[config.mk]
export PLATFORM = sky130hd
export DESIGN_NAME = infix_to_postfix_converter
export DESIGN_NICKNAME = d
export VERILOG_FILES = /design/src/hdl/ifp_pkg.sv /design/src/hdl/ifp_ram.sv /design/src/hdl/ifp_out_stage.sv /design/src/hdl/infix_to_postfix_converter.sv
export SDC_FILE = /design/constraint.sdc
export NUM_CORES = 1
export LEC_CHECK = 0
export ABC_AREA = 1
export BUFFER_PORTS_ARGS = -buffer_cell sky130_fd_sc_hd__buf_2
export CAP_MARGIN = 20
export CORE_MARGIN = 4
export CORE_UTILIZATION = 32
export CTS_CLUSTER_SIZE = 25
export DETAILED_ROUTE_END_ITERATION = 16
export GPL_TIMING_DRIVEN = 0
export REMOVE_ABC_BUFFERS = 1
export SYNTH_ARGS = -nofsm -noshare
export SYNTH_HDL_FRONTEND = slang
export SYNTH_SLANG_ARGS = --single-unit
[constraint.sdc]
create_clock -name clk -period 2.81 [get_ports clk]
set_input_delay 0.281 -clock clk [delete_from_list [all_inputs] [get_ports clk]]
set_output_delay 0.281 -clock clk [all_outputs]
set_load 0.1 [all_outputs]
[src/hdl/ifp_pkg.sv]
// ----------------------------------------------------------------------------
// ifp_pkg
// Shared types, character constants and operator token helpers for the
// infix to postfix converter.
// ----------------------------------------------------------------------------
package ifp_pkg;

    // Operator stack geometry.
    localparam int STACK_DEPTH = 16;
    localparam int ADDR_W      = $clog2(STACK_DEPTH);
    localparam int CNT_W       = $clog2(STACK_DEPTH + 1);
    localparam int TOK_W       = 3;

    // Stack tokens.
    typedef logic [TOK_W-1:0] tok_t;
    localparam tok_t TOK_OPEN = 3'd0;
    localparam tok_t TOK_ADD  = 3'd1;
    localparam tok_t TOK_SUB  = 3'd2;
    localparam tok_t TOK_MUL  = 3'd3;
    localparam tok_t TOK_DIV  = 3'd4;

    // ASCII characters of interest.
    localparam logic [7:0] CH_OPEN  = 8'h28;
    localparam logic [7:0] CH_CLOSE = 8'h29;
    localparam logic [7:0] CH_MUL   = 8'h2A;
    localparam logic [7:0] CH_ADD   = 8'h2B;
    localparam logic [7:0] CH_SUB   = 8'h2D;
    localparam logic [7:0] CH_DOT   = 8'h2E;
    localparam logic [7:0] CH_DIV   = 8'h2F;
    localparam logic [7:0] CH_ZERO  = 8'h30;
    localparam logic [7:0] CH_NINE  = 8'h39;
    localparam logic [7:0] CH_NONE  = 8'h00;

    // Error codes carried on result beats.
    typedef logic [1:0] err_t;
    localparam err_t ERR_OK       = 2'd0;
    localparam err_t ERR_OVERFLOW = 2'd1;
    localparam err_t ERR_CLOSE    = 2'd2;
    localparam err_t ERR_OPEN     = 2'd3;

    // Input beat.
    typedef struct packed {
        logic [7:0] char_in;
        logic       end_of_expr;
    } in_beat_t;

    // Result beat.
    typedef struct packed {
        logic [7:0] char_out;
        logic       run_last;
        logic       expr_done;
        err_t       error_code;
    } out_beat_t;

    // Character emitted for a stacked operator token.
    function automatic logic [7:0] tok_char(input tok_t t);
        logic [7:0] c;
        case (t)
            TOK_ADD: c = CH_ADD;
            TOK_SUB: c = CH_SUB;
            TOK_MUL: c = CH_MUL;
            TOK_DIV: c = CH_DIV;
            default: c = CH_OPEN;
        endcase
        return c;
    endfunction

    // Precedence: multiply and divide bind tighter than add and subtract.
    function automatic logic [1:0] prec_of(input tok_t t);
        logic [1:0] p;
        case (t)
            TOK_MUL, TOK_DIV: p = 2'd2;
            TOK_ADD, TOK_SUB: p = 2'd1;
            default:          p = 2'd0;
        endcase
        return p;
    endfunction

    // Token for an operator character.
    function automatic tok_t tok_of_char(input logic [7:0] c);
        tok_t t;
        case (c)
            CH_ADD:  t = TOK_ADD;
            CH_SUB:  t = TOK_SUB;
            CH_MUL:  t = TOK_MUL;
            CH_DIV:  t = TOK_DIV;
            default: t = TOK_OPEN;
        endcase
        return t;
    endfunction

endpackage

[src/hdl/ifp_ram.sv]
// ----------------------------------------------------------------------------
// ifp_ram
// Generic single-clock RAM with one write port and one registered read port.
// Read data holds its value when no read is issued.
// ----------------------------------------------------------------------------
module ifp_ram #(
    parameter int WIDTH = 8,
    parameter int DEPTH = 16
) (
    input  logic                     clk,
    input  logic                     we,
    input  logic [$clog2(DEPTH)-1:0] waddr,
    input  logic [WIDTH-1:0]         wdata,
    input  logic                     re,
    input  logic [$clog2(DEPTH)-1:0] raddr,
    output logic [WIDTH-1:0]         rdata
);

    logic [WIDTH-1:0] mem [DEPTH];
    logic [WIDTH-1:0] rdata_reg;

    // Write port.
    always_ff @(posedge clk)
    begin
        if (we)
        begin
            mem[waddr] <= wdata;
        end
    end

    // Registered read port.
    always_ff @(posedge clk)
    begin
        if (re)
        begin
            rdata_reg <= mem[raddr];
        end
    end

    assign rdata = rdata_reg;

endmodule

[src/hdl/ifp_out_stage.sv]
// ----------------------------------------------------------------------------
// ifp_out_stage
// Output register for result beats. It separates the converter core from
// back pressure on the result channel.
// ----------------------------------------------------------------------------
module ifp_out_stage
    import ifp_pkg::*;
(
    input  logic      clk,
    input  logic      rst_n,
    input  logic      load,
    input  out_beat_t beat,
    output logic      free,
    output logic      out_valid,
    input  logic      out_ready,
    output out_beat_t out_data
);

    logic      valid_reg;
    logic      valid_next;
    out_beat_t data_reg;

    // The register can take a new beat when empty or when its beat leaves.
    assign free = !valid_reg || out_ready;

    always_comb
    begin
        valid_next = valid_reg;
        if (load)
        begin
            valid_next = 1'b1;
        end
        else if (out_ready)
        begin
            valid_next = 1'b0;
        end
    end

    // Valid flag.
    always_ff @(posedge clk or negedge rst_n)
    begin
        if (!rst_n)
        begin
            valid_reg <= 1'b0;
        end
        else
        begin
            valid_reg <= valid_next;
        end
    end

    // Payload.
    always_ff @(posedge clk)
    begin
        if (load)
        begin
            data_reg <= beat;
        end
    end

    assign out_valid = valid_reg;
    assign out_data  = data_reg;

endmodule

[src/hdl/infix_to_postfix_converter.sv]
// ----------------------------------------------------------------------------
// infix_to_postfix_converter
// A digit or '.' passes through the pending register and then the output register,
// and the next beat is taken once the controller is back in idle; a push needing no pop leaves it idle.
// Errors found in idle and an end on an empty stack go straight to flush. Other items read the stack top,
// examine one entry per stack read (popped, dropped or stopping the run) and reach flush via the tail
// state unless a matching '(' ends it; at most one stack read per cycle, and they wait on output stalls.
// Reset clears the controller and stack count; the stack memory is not cleared.
// ----------------------------------------------------------------------------
module infix_to_postfix_converter
    import ifp_pkg::*;
(
    input  logic      clk,
    input  logic      rst_n,
    input  logic      in_valid,
    output logic      in_ready,
    input  in_beat_t  in_data,
    output logic      out_valid,
    input  logic      out_ready,
    output out_beat_t out_data
);

    // Controller states.
    typedef enum logic [3:0] {
        ST_IDLE  = 4'b0001,
        ST_POP   = 4'b0010,
        ST_TAIL  = 4'b0100,
        ST_FLUSH = 4'b1000
    } state_t;

    // What started the current pop run.
    typedef enum logic [1:0] {
        MODE_OP    = 2'd0,
        MODE_CLOSE = 2'd1,
        MODE_END   = 2'd2
    } mode_t;

    state_t           state_reg, state_next;
    mode_t            mode_reg, mode_next;
    logic [CNT_W-1:0] count_reg, count_next;
    tok_t             op_tok_reg, op_tok_next;
    logic             open_left_reg, open_left_next;
    logic             pend_valid_reg, pend_valid_next;
    out_beat_t        pend_reg, pend_next;

    logic              ram_we;
    logic [ADDR_W-1:0] ram_waddr;
    tok_t              ram_wdata;
    logic              ram_re;
    logic [ADDR_W-1:0] ram_raddr;
    tok_t              ram_rdata;

    logic      out_load;
    out_beat_t out_beat;
    logic      out_free;

    logic [CNT_W-1:0] cnt_dec;
    logic [CNT_W-1:0] cnt_m2;
    logic             stack_full;
    logic             stack_empty;
    logic             top_is_open;
    logic             last_entry;
    logic             emit_ok;
    logic [7:0]       c;

    // Operator stack memory.
    ifp_ram #(
        .WIDTH (TOK_W),
        .DEPTH (STACK_DEPTH)
    ) u_stack (
        .clk   (clk),
        .we    (ram_we),
        .waddr (ram_waddr),
        .wdata (ram_wdata),
        .re    (ram_re),
        .raddr (ram_raddr),
        .rdata (ram_rdata)
    );

    // Result output register.
    ifp_out_stage u_out (
        .clk       (clk),
        .rst_n     (rst_n),
        .load      (out_load),
        .beat      (out_beat),
        .free      (out_free),
        .out_valid (out_valid),
        .out_ready (out_ready),
        .out_data  (out_data)
    );

    assign cnt_dec     = count_reg - CNT_W'(1);
    assign cnt_m2      = count_reg - CNT_W'(2);
    assign stack_full  = (count_reg == CNT_W'(STACK_DEPTH));
    assign stack_empty = (count_reg == '0);
    assign last_entry  = (count_reg == CNT_W'(1));
    assign top_is_open = (ram_rdata == TOK_OPEN) || (ram_rdata > TOK_DIV);
    assign c           = in_data.char_in;

    // A new beat may enter the pending register when it is empty or when
    // the pending beat can move on to the output register.
    assign emit_ok  = !pend_valid_reg || out_free;
    assign in_ready = (state_reg == ST_IDLE);

    // Controller: reads the stack top, pops, pushes, emits one beat a cycle unless output stalls.
    // The newest result waits in a pending register until it is known
    // whether it is the last one of its input beat.
    always_comb
    begin
        state_next      = state_reg;
        mode_next       = mode_reg;
        count_next      = count_reg;
        op_tok_next     = op_tok_reg;
        open_left_next  = open_left_reg;
        pend_valid_next = pend_valid_reg;
        pend_next       = pend_reg;
        ram_we          = 1'b0;
        ram_waddr       = count_reg[ADDR_W-1:0];
        ram_wdata       = op_tok_reg;
        ram_re          = 1'b0;
        ram_raddr       = cnt_dec[ADDR_W-1:0];
        out_load        = 1'b0;
        out_beat        = pend_reg;

        case (state_reg)
            ST_IDLE:
            begin
                if (in_valid)
                begin
                    if (in_data.end_of_expr)
                    begin
                        mode_next      = MODE_END;
                        open_left_next = 1'b0;
                        if (stack_empty)
                        begin
                            pend_valid_next = 1'b1;
                            pend_next       = '{CH_NONE, 1'b1, 1'b1, ERR_OK};
                            state_next      = ST_FLUSH;
                        end
                        else
                        begin
                            ram_re     = 1'b1;
                            state_next = ST_POP;
                        end
                    end
                    else
                    begin
                        case (c) inside
                            [CH_ZERO:CH_NINE], CH_DOT:
                            begin
                                pend_valid_next = 1'b1;
                                pend_next       = '{c, 1'b1, 1'b0, ERR_OK};
                                state_next      = ST_FLUSH;
                            end
                            CH_OPEN:
                            begin
                                if (stack_full)
                                begin
                                    pend_valid_next = 1'b1;
                                    pend_next  = '{CH_NONE, 1'b1, 1'b0, ERR_OVERFLOW};
                                    state_next = ST_FLUSH;
                                end
                                else
                                begin
                                    ram_we     = 1'b1;
                                    ram_wdata  = TOK_OPEN;
                                    count_next = count_reg + CNT_W'(1);
                                end
                            end
                            CH_CLOSE:
                            begin
                                mode_next = MODE_CLOSE;
                                if (stack_empty)
                                begin
                                    pend_valid_next = 1'b1;
                                    pend_next  = '{CH_NONE, 1'b1, 1'b0, ERR_CLOSE};
                                    state_next = ST_FLUSH;
                                end
                                else
                                begin
                                    ram_re     = 1'b1;
                                    state_next = ST_POP;
                                end
                            end
                            CH_ADD, CH_SUB, CH_MUL, CH_DIV:
                            begin
                                mode_next   = MODE_OP;
                                op_tok_next = tok_of_char(c);
                                if (stack_empty)
                                begin
                                    ram_we     = 1'b1;
                                    ram_wdata  = tok_of_char(c);
                                    count_next = count_reg + CNT_W'(1);
                                end
                                else
                                begin
                                    ram_re     = 1'b1;
                                    state_next = ST_POP;
                                end
                            end
                            default:
                            begin
                                state_next = ST_IDLE;
                            end
                        endcase
                    end
                end
            end

            ST_POP:
            begin
                // Entries that are dropped without a result.
                if (top_is_open && mode_reg != MODE_OP)
                begin
                    count_next = cnt_dec;
                    if (mode_reg == MODE_CLOSE)
                    begin
                        // Matching open found: any pending beat closes the run.
                        pend_next.run_last = 1'b1;
                        state_next         = ST_FLUSH;
                    end
                    else
                    begin
                        open_left_next = 1'b1;
                        if (last_entry)
                        begin
                            state_next = ST_TAIL;
                        end
                        else
                        begin
                            ram_re    = 1'b1;
                            ram_raddr = cnt_m2[ADDR_W-1:0];
                        end
                    end
                end
                else if (mode_reg == MODE_OP &&
                         (top_is_open || prec_of(ram_rdata) < prec_of(op_tok_reg)))
                begin
                    // Stop popping; the operator is pushed next if the stack has room.
                    state_next = ST_TAIL;
                end
                else if (emit_ok)
                begin
                    // Pop an operator and emit it.
                    out_load        = pend_valid_reg;
                    pend_valid_next = 1'b1;
                    pend_next       = '{tok_char(ram_rdata), 1'b0, 1'b0, ERR_OK};
                    count_next      = cnt_dec;
                    if (last_entry)
                    begin
                        state_next = ST_TAIL;
                    end
                    else
                    begin
                        ram_re    = 1'b1;
                        ram_raddr = cnt_m2[ADDR_W-1:0];
                    end
                end
            end

            ST_TAIL:
            begin
                if (mode_reg == MODE_OP && !stack_full)
                begin
                    // Push the operator; no further result.
                    ram_we             = 1'b1;
                    ram_wdata          = op_tok_reg;
                    count_next         = count_reg + CNT_W'(1);
                    pend_next.run_last = 1'b1;
                    state_next         = ST_FLUSH;
                end
                else if (emit_ok)
                begin
                    // One closing beat: end marker or error.
                    out_load        = pend_valid_reg;
                    pend_valid_next = 1'b1;
                    case (mode_reg)
                        MODE_END:
                        begin
                            pend_next = '{CH_NONE, 1'b1, 1'b1,
                                          open_left_reg ? ERR_OPEN : ERR_OK};
                        end
                        MODE_CLOSE:
                        begin
                            pend_next = '{CH_NONE, 1'b1, 1'b0, ERR_CLOSE};
                        end
                        default:
                        begin
                            pend_next = '{CH_NONE, 1'b1, 1'b0, ERR_OVERFLOW};
                        end
                    endcase
                    state_next = ST_FLUSH;
                end
            end

            ST_FLUSH:
            begin
                if (!pend_valid_reg)
                begin
                    state_next = ST_IDLE;
                end
                else if (out_free)
                begin
                    out_load        = 1'b1;
                    pend_valid_next = 1'b0;
                    state_next      = ST_IDLE;
                end
            end

            default:
            begin
                state_next = ST_IDLE;
            end
        endcase
    end

    // Control registers.
    always_ff @(posedge clk or negedge rst_n)
    begin
        if (!rst_n)
        begin
            state_reg      <= ST_IDLE;
            mode_reg       <= MODE_OP;
            count_reg      <= '0;
            open_left_reg  <= 1'b0;
            pend_valid_reg <= 1'b0;
        end
        else
        begin
            state_reg      <= state_next;
            mode_reg       <= mode_next;
            count_reg      <= count_next;
            open_left_reg  <= open_left_next;
            pend_valid_reg <= pend_valid_next;
        end
    end

    // Payload registers.
    always_ff @(posedge clk)
    begin
        op_tok_reg <= op_tok_next;
        pend_reg   <= pend_next;
    end

endmodule

Yosys cells after proc, flatten, opt, wreduce, memory -nomap -nowiden
Memory sizes are Yosys's and may differ from the RTL's. A register that Yosys moved wholly into a read port is not among the register bits.
Cells that the tools add are included.
{"block": "totals", "reg_bits": 41, "ram_bits": 48, "inputBits": 13, "mem_count": 1}
{"block": "classes", "n_addsub": 3, "magnitude_cmp": 4, "eq_ne": 52, "n_mux": 134, "bitwise_logic": 4, "reduce_logical": 34}
{"memory": "u_stack.mem", "depth": 16, "width": 3, "read_ports": 1, "rd_clocked_by_memory_dff": 1, "wr": 1, "line": "ifp_ram.sv:19", "text": "logic [WIDTH-1:0] mem [DEPTH];"}
{"cell": "$mux W12", "n": 11}
{"cell": "$mux W4", "n": 24}
{"cell": "$mux W5", "n": 12}
{"cell": "$eq A8 B6 Y1 const B", "n": 7}
{"cell": "$mux W1", "n": 51}
{"cell": "$pmux W12 S3", "n": 1}
{"cell": "$mux W3", "n": 11}
{"cell": "$ne A2 B2 Y1 const B", "n": 13}
{"cell": "$pmux W3 S4", "n": 2}
{"cell": "$reduce_and A11 Y1", "n": 2}
{"cell": "$ne A3 B3 Y1 const B", "n": 7}
{"cell": "$mux W2", "n": 10}
{"cell": "$mux W8", "n": 2}
{"cell": "$pmux W4 S4", "n": 1}
{"cell": "$pmux W5 S3", "n": 1}
{"cell": "$reduce_and A7 Y1", "n": 2}
{"cell": "$eq A3 B2 Y1 const B", "n": 4}
{"cell": "$reduce_and A10 Y1", "n": 1}
{"cell": "$reduce_and A5 Y1", "n": 2}
{"cell": "$reduce_or A2 Y1", "n": 5}
{"cell": "$ge A8 B6 Y1 const B", "n": 1}
{"cell": "$le A8 B6 Y1 const B", "n": 1}
{"cell": "$pmux W2 S2", "n": 2}
{"cell": "$ne A7 B6 Y1 const B", "n": 1}
{"cell": "38 further kinds", "n": 57}

Longest topological paths before layout
{"block": "logic_depth", "ltp_word": 12, "depth_mapped": 22, "ltp_nobuf": 21}

Cells and area by module
From an unflattened synthesis, not the netlist that was laid out.
{"block": "hier_totals", "hier_cells": 610, "area_unflattened_um2": 5167.5}
{"module": "infix_to_postfix_converter", "n_inst": 1, "cells_each": 367, "area_each_um2": 2491.1, "seq_area_each_um2": 777.0}
{"module": "ifp_ram", "n_inst": 1, "cells_each": 226, "area_each_um2": 2270.9, "seq_area_each_um2": 1531.5}
{"module": "ifp_out_stage", "n_inst": 1, "cells_each": 17, "area_each_um2": 405.4, "seq_area_each_um2": 385.4}

Worst setup path before layout
Ideal clock, no wire load.
{"block": "synth_timing", "path_type": "register to register", "from": "register state_reg[0]", "to": "register pend_reg (netlist bit out_beat[0]) (enable)", "setup_time_ns": 0.393, "t_arrival_ns": 2.877, "required_ns": 2.417, "slack_ns": -0.460, "path_stages_with_launch": 7, "n_path_buf": 0, "cell_sequence": "dfstp_2 inv_2 nor3_4 nor2_1 nor3_1 nand3_1 nor3_1"}
{"block": "synth_between", "elab_chain_cells": 3, "elab_cells_between_ends": 15, "classes_between": "13 x eq/ne; 2 x reduce/logical"}
{"element": "from (decl)", "line": "infix_to_postfix_converter.sv:38", "text": "state_t state_reg, state_next;"}
{"element": "from (signal assigned)", "line": "infix_to_postfix_converter.sv:330", "text": "state_reg <= state_next;"}
{"element": "$eq A4 B1 Y1 (*)"}
{"element": "net in_ready", "line": "infix_to_postfix_converter.sv:16", "text": "output logic in_ready,"}
{"element": "$ne A5 B1 Y1 (no source line), or another cell as far along"}
{"element": "$reduce_and A11 Y1 (no source line) (*)"}
{"element": "to (signal assigned)", "line": "infix_to_postfix_converter.sv:342", "text": "pend_reg <= pend_next;"}
{"element": "to (decl)", "line": "infix_to_postfix_converter.sv:44", "text": "out_beat_t pend_reg, pend_next;"}
The timed path passes the listed nets; every way through them passes the cells marked *.
A chain may end at the register's enable or synchronous reset.

Worst setup path after layout
{"block": "layout_timing", "from": "register u_stack.rdata_reg[0] (netlist: u_stack.rdata[0]), read port of u_stack.mem", "to": "register u_stack.rdata_reg[2] (netlist: u_stack.rdata[2]), read port of u_stack.mem (data pin)"}
{"block": "layout_between", "elab_chain_cells": 11, "elab_cells_between_ends": 22, "classes_between": "2 x order compare; 4 x eq/ne; 9 x mux; 7 x reduce/logical"}
{"element": "from (decl)", "line": "ifp_ram.sv:20", "text": "logic [WIDTH-1:0] rdata_reg;"}
{"element": "$eq A3 B2 Y1, or another cell as far along", "line": "ifp_pkg.sv:71", "text": "case (t)"}
{"element": "$reduce_or A2 Y1", "line": "ifp_pkg.sv:71"}
{"element": "$pmux W2 S2", "line": "ifp_pkg.sv:71"}
{"element": "$mux W2", "line": "infix_to_postfix_converter.sv:213", "text": "if (top_is_open && mode_reg != MODE_OP)"}
{"element": "$mux W2", "line": "infix_to_postfix_converter.sv:125", "text": "case (state_reg)"}
{"element": "$lt A2 B2 Y1", "line": "infix_to_postfix_converter.sv:237", "text": "(top_is_open || prec_of(ram_rdata) < prec_of(op_tok_reg)))"}
{"element": "$logic_or A1 B1 Y1", "line": "infix_to_postfix_converter.sv:237"}
{"element": "$logic_and A1 B1 Y1", "line": "infix_to_postfix_converter.sv:236", "text": "else if (mode_reg == MODE_OP &&"}
{"element": "$mux W1 / $mux W4 (equally long branches)", "line": "infix_to_postfix_converter.sv:236"}
{"element": "$mux W1 / $mux W4 (equally long branches)", "line": "infix_to_postfix_converter.sv:213"}
{"element": "$pmux W1 S2 / $mux W4 (equally long branches)", "line": "infix_to_postfix_converter.sv:125"}
Parallel ways exist; a longest one is shown, timed or not. The select of a mux whose other input is x is not followed.

==> impl_metrics.yaml <==
global_route:
  antenna_found_initial: 0
  gr-total-overflow: 0
  grt_first_pass_wirelength_um: 19300
  grtUsageTotal_pct: 13.4
  grt_pass1_vias: 3884
  grt_max_degree: 26
timing:
  timing.final.crit_period_ns: 2.65
  hold_ws_ns: 0.267
  finalMaxSlewViolations: 0
  final_cycle_share_pct: 94.2
  setup_viol_count_final: 0
  final_hold_fails: 0
  slew_headroom_pct: 49.2
  clock-skew-final_ns: 0.00555
  clock.fmax_mhz: 378
  tightest_slew_ns: 0.763
die:
  die_area_um2: 17900
  die_h_um: 134
  core_area_um2: 15400
  pin_count: 27
  core.rowCount: 45
  initial_utilization_pct: 33.0
  die_width_um: 134
clock_tree:
  worst_setup_hold_path_clk_slew_ns: 0.06
  max-clock-path-buffers: 2
  clock_insertion_delay_worst_skew_ns: 0.34
  clkSinkCount: 92
  htree_levels: 3
  ctsRootBufferMaster: "sky130_fd_sc_hd__clkbuf_16"
  tritoncts: "yes"
  numCtsBuffers: 9
synth:
  synth_ff_type: "sky130_fd_sc_hd__edfxtp_1"
  yosysUniqueCellTypes: 45
  number_of_synthesized_flops_with_an_enable_pin: 78
  postSynthAreaPerCell_um2: 9.25
  synth_async_sr_flop_share_pct: 15.2
  mappedNetlistArea_um2: 5070
  largest_family_of_logic_cells_by_synthesized_area: "simple AND/OR/NAND/NOR gates"
  synth_compound_gate_area_share_pct: 6.07
  synth_adder_area_share_pct: 3.46
  synth_cells: 548
  yosysWarningCount: 0
  yosys.area_share.xor_xnor_pct: 1.21
  synth.mux.area_fraction_pct: 0.198
  sequential_element_share_of_the_synthesized_area_pct: 53.2
  synth-simple-area-share_pct: 26.6
  synth-seq-cells: 92
cells_and_area:
  mostFrequentLayoutCell: "sky130_fd_sc_hd__nand2_1"
  postLayoutCoreUtil_pct: 39.6
  layout-drive-gt1-share_pct: 21.3
  multi_input_area_um2: 2110
  seqCellArea_um2: 2700
  areaGrowthSynthToFinish_pct: 20.2
  max_reg_flops: 48
  antenna-diode-count: 0
  mostFrequentLayoutCells: "101 x sky130_fd_sc_hd__nand2_1, 88 x sky130_fd_sc_hd__inv_1, 78 x sky130_fd_sc_hd__edfxtp_1, 64 x sky130_fd_sc_hd__nand3_1, 41 x sky130_fd_sc_hd__nor2_1"
  num-nets-final: 623
  fin_area_um2: 6090
  n_fill_cell: 1498
  regMostFlops: "u_stack.mem"
drt:
  detail_route.first_pass.iterations: 5
  viasPerCell: 4.79
  detail_route.wl_per_cell_um: 14.6
  drt.antenna.violating_nets: 0
  finalWirelength_um: 11900
  vias: 3890
  detailedRoute.firstIterationViolations: 322
  drcViolationCount: 0
setup_path:
  critical_path.endpoint_type: "register"
  crit_path_frequent_cell: "sky130_fd_sc_hd__nand2_1"
  worst_ep_arrival_time_ns: 2.74
  timing.critical_path.cells: "inv_2 > nand2_1 > inv_1 > ha_1 > inv_2 > nor2_2 > inv_2 > nor2_2 > nor2_4 > buf_12 > nand4_4 > buf_6 > nand3_1 > nand2_1 > nand2_1 > nand3_1 > nand3_1 > nand2_1"
  critical_path.max_fanout: 6
  critical_path.slowest_cell: "sky130_fd_sc_hd__edfxtp_1"
  critical_path_required_ns: 2.90
  cpPeakStageDelay_ns: 0.43
  worst_setup_path_start_kind: "register"
  setup.worst_path.class: "reg -> reg"
placed_design:
  port_buffers: 26
  gp_routability_congestion: 0.902
  hpwlAfterDp_um: 8380
  postPlaceCellArea_um2: 5430
hold_path:
  hp-class: "in -> reg"
power_and_ir_drop:
  share_seq_of_total_power_pct: 29.8
  clock_power_share_pct: 17.5
  cellInternalPower_w: 0.00353
  combinational_cell_fraction_of_total_power_pct: 52.7
  power_total_w: 0.00649
  power.density_cell_area_nw_per_um2: 1060
  netSwitchingFraction_pct: 45.6
  max-vdd-ir-drop_mv: 0.387
  p_leak_nw: 2.62
  p_sw_w: 0.00296
job:
  drv_cap: 0
run_status:
  status: "finished clean"
[worst paths after layout]
path	startpoint	end	slack, ns	cells after the start
hold reg to reg	out_beat[11]	u_out.out_data[11]	0.42	0
setup / recovery	u_stack.rdata[0]	u_stack.rdata[2]	0.16	18
setup reg to reg	u_stack.rdata[0]	u_stack.rdata[2]	0.16	18
min in group asynchronous	rst_n	u_out.out_valid	0.37	2
hold / removal	out_ready	u_out.out_valid	0.27	4
max in group asynchronous	rst_n	state_reg[0]	2.14	2
[worst max-delay path: cells and delay by family, from the launching register on]
family / cells / cell delay [ns]
buffers and inverters: 6 / 0.70
adders and majority gates: 1 / 0.25
and+or+nand+nor: 11 / 1.01
DFF: 1 / 0.43
[layer usage]
metal | global-route usage, % | routed length, um
met1 | 17.0 | 5140
met2 | 23.4 | 6040
met3 | 2.21 | 478
met4 | 4.46 | 220
met5 | 0 | 0
[Yosys cell counts (6+ instances only)]
master	n	area, um2
sky130_fd_sc_hd__nand2_4	7	78.8
sky130_fd_sc_hd__o21ai_0	27	135
sky130_fd_sc_hd__ha_1	14	175
sky130_fd_sc_hd__dfrtp_1	13	325
sky130_fd_sc_hd__nor2_1	58	218
sky130_fd_sc_hd__nand3_1	64	320
sky130_fd_sc_hd__inv_2	8	30.0
sky130_fd_sc_hd__nand2_1	103	387
sky130_fd_sc_hd__nand3b_1	13	97.6
sky130_fd_sc_hd__edfxtp_1	78	2340
sky130_fd_sc_hd__inv_1	91	342
sky130_fd_sc_hd__xor2_1	6	52.6
[kinds of logic after synthesis]
logic type	Yosys count
AND/OR/NAND/NOR	271
flip-flops	92
AO/OA/AOI/OAI	51
buffers and inverters	111
adder cells (fa/ha/maj)	14
other	1
multiplexers	1
XOR/XNOR	7
[through the flow]
| step | worst slack [ns] | std cells | TNS, ns |
|---|---|---|---|
| detailed placement | -0.291 | 778 | -5.69 |
| global placement | -1.09 | 775 | -56.40 |
| floorplan | -0.460 | 538 | -15.14 |
| global route | -0.00121 | 812 | -0.00121 |
| finish | 0.164 | 812 | 0 |
| CTS | 0.00926 | 796 | 0 |
[power groups by stage]
stage | clock, W | sequential, W | combinational [W]
2_1_floorplan | 0 | 0.00211 | 0.00196
3_3_place_gp | 0 | 0.00197 | 0.00271
3_5_place_dp | 0 | 0.00198 | 0.00278
4_1_cts | 0.00115 | 0.00196 | 0.00288
5_1_grt | 0.00122 | 0.00196 | 0.00376
6_report | 0.00113 | 0.00194 | 0.00342
[layout make-up]
class	count	area share, %
inverters	100	6.29
repair buffers	44	5.94
clock inverters	6	0.801
clock buffers	10	3.76
well taps	211	4.33
flip-flops and latches	92	44.2
multi-input cells	349	34.6
[repair_timing]
action,4_1_cts,5_1_grt
endpoints found under the hold margin,13,0
hold buffers,1,0
endpoints found under the setup margin,26,114
cloned,1,2
resized for setup,9,34
setup buffers,0,14
pin swaps,1,8
(Power assumes the default switching activity.)
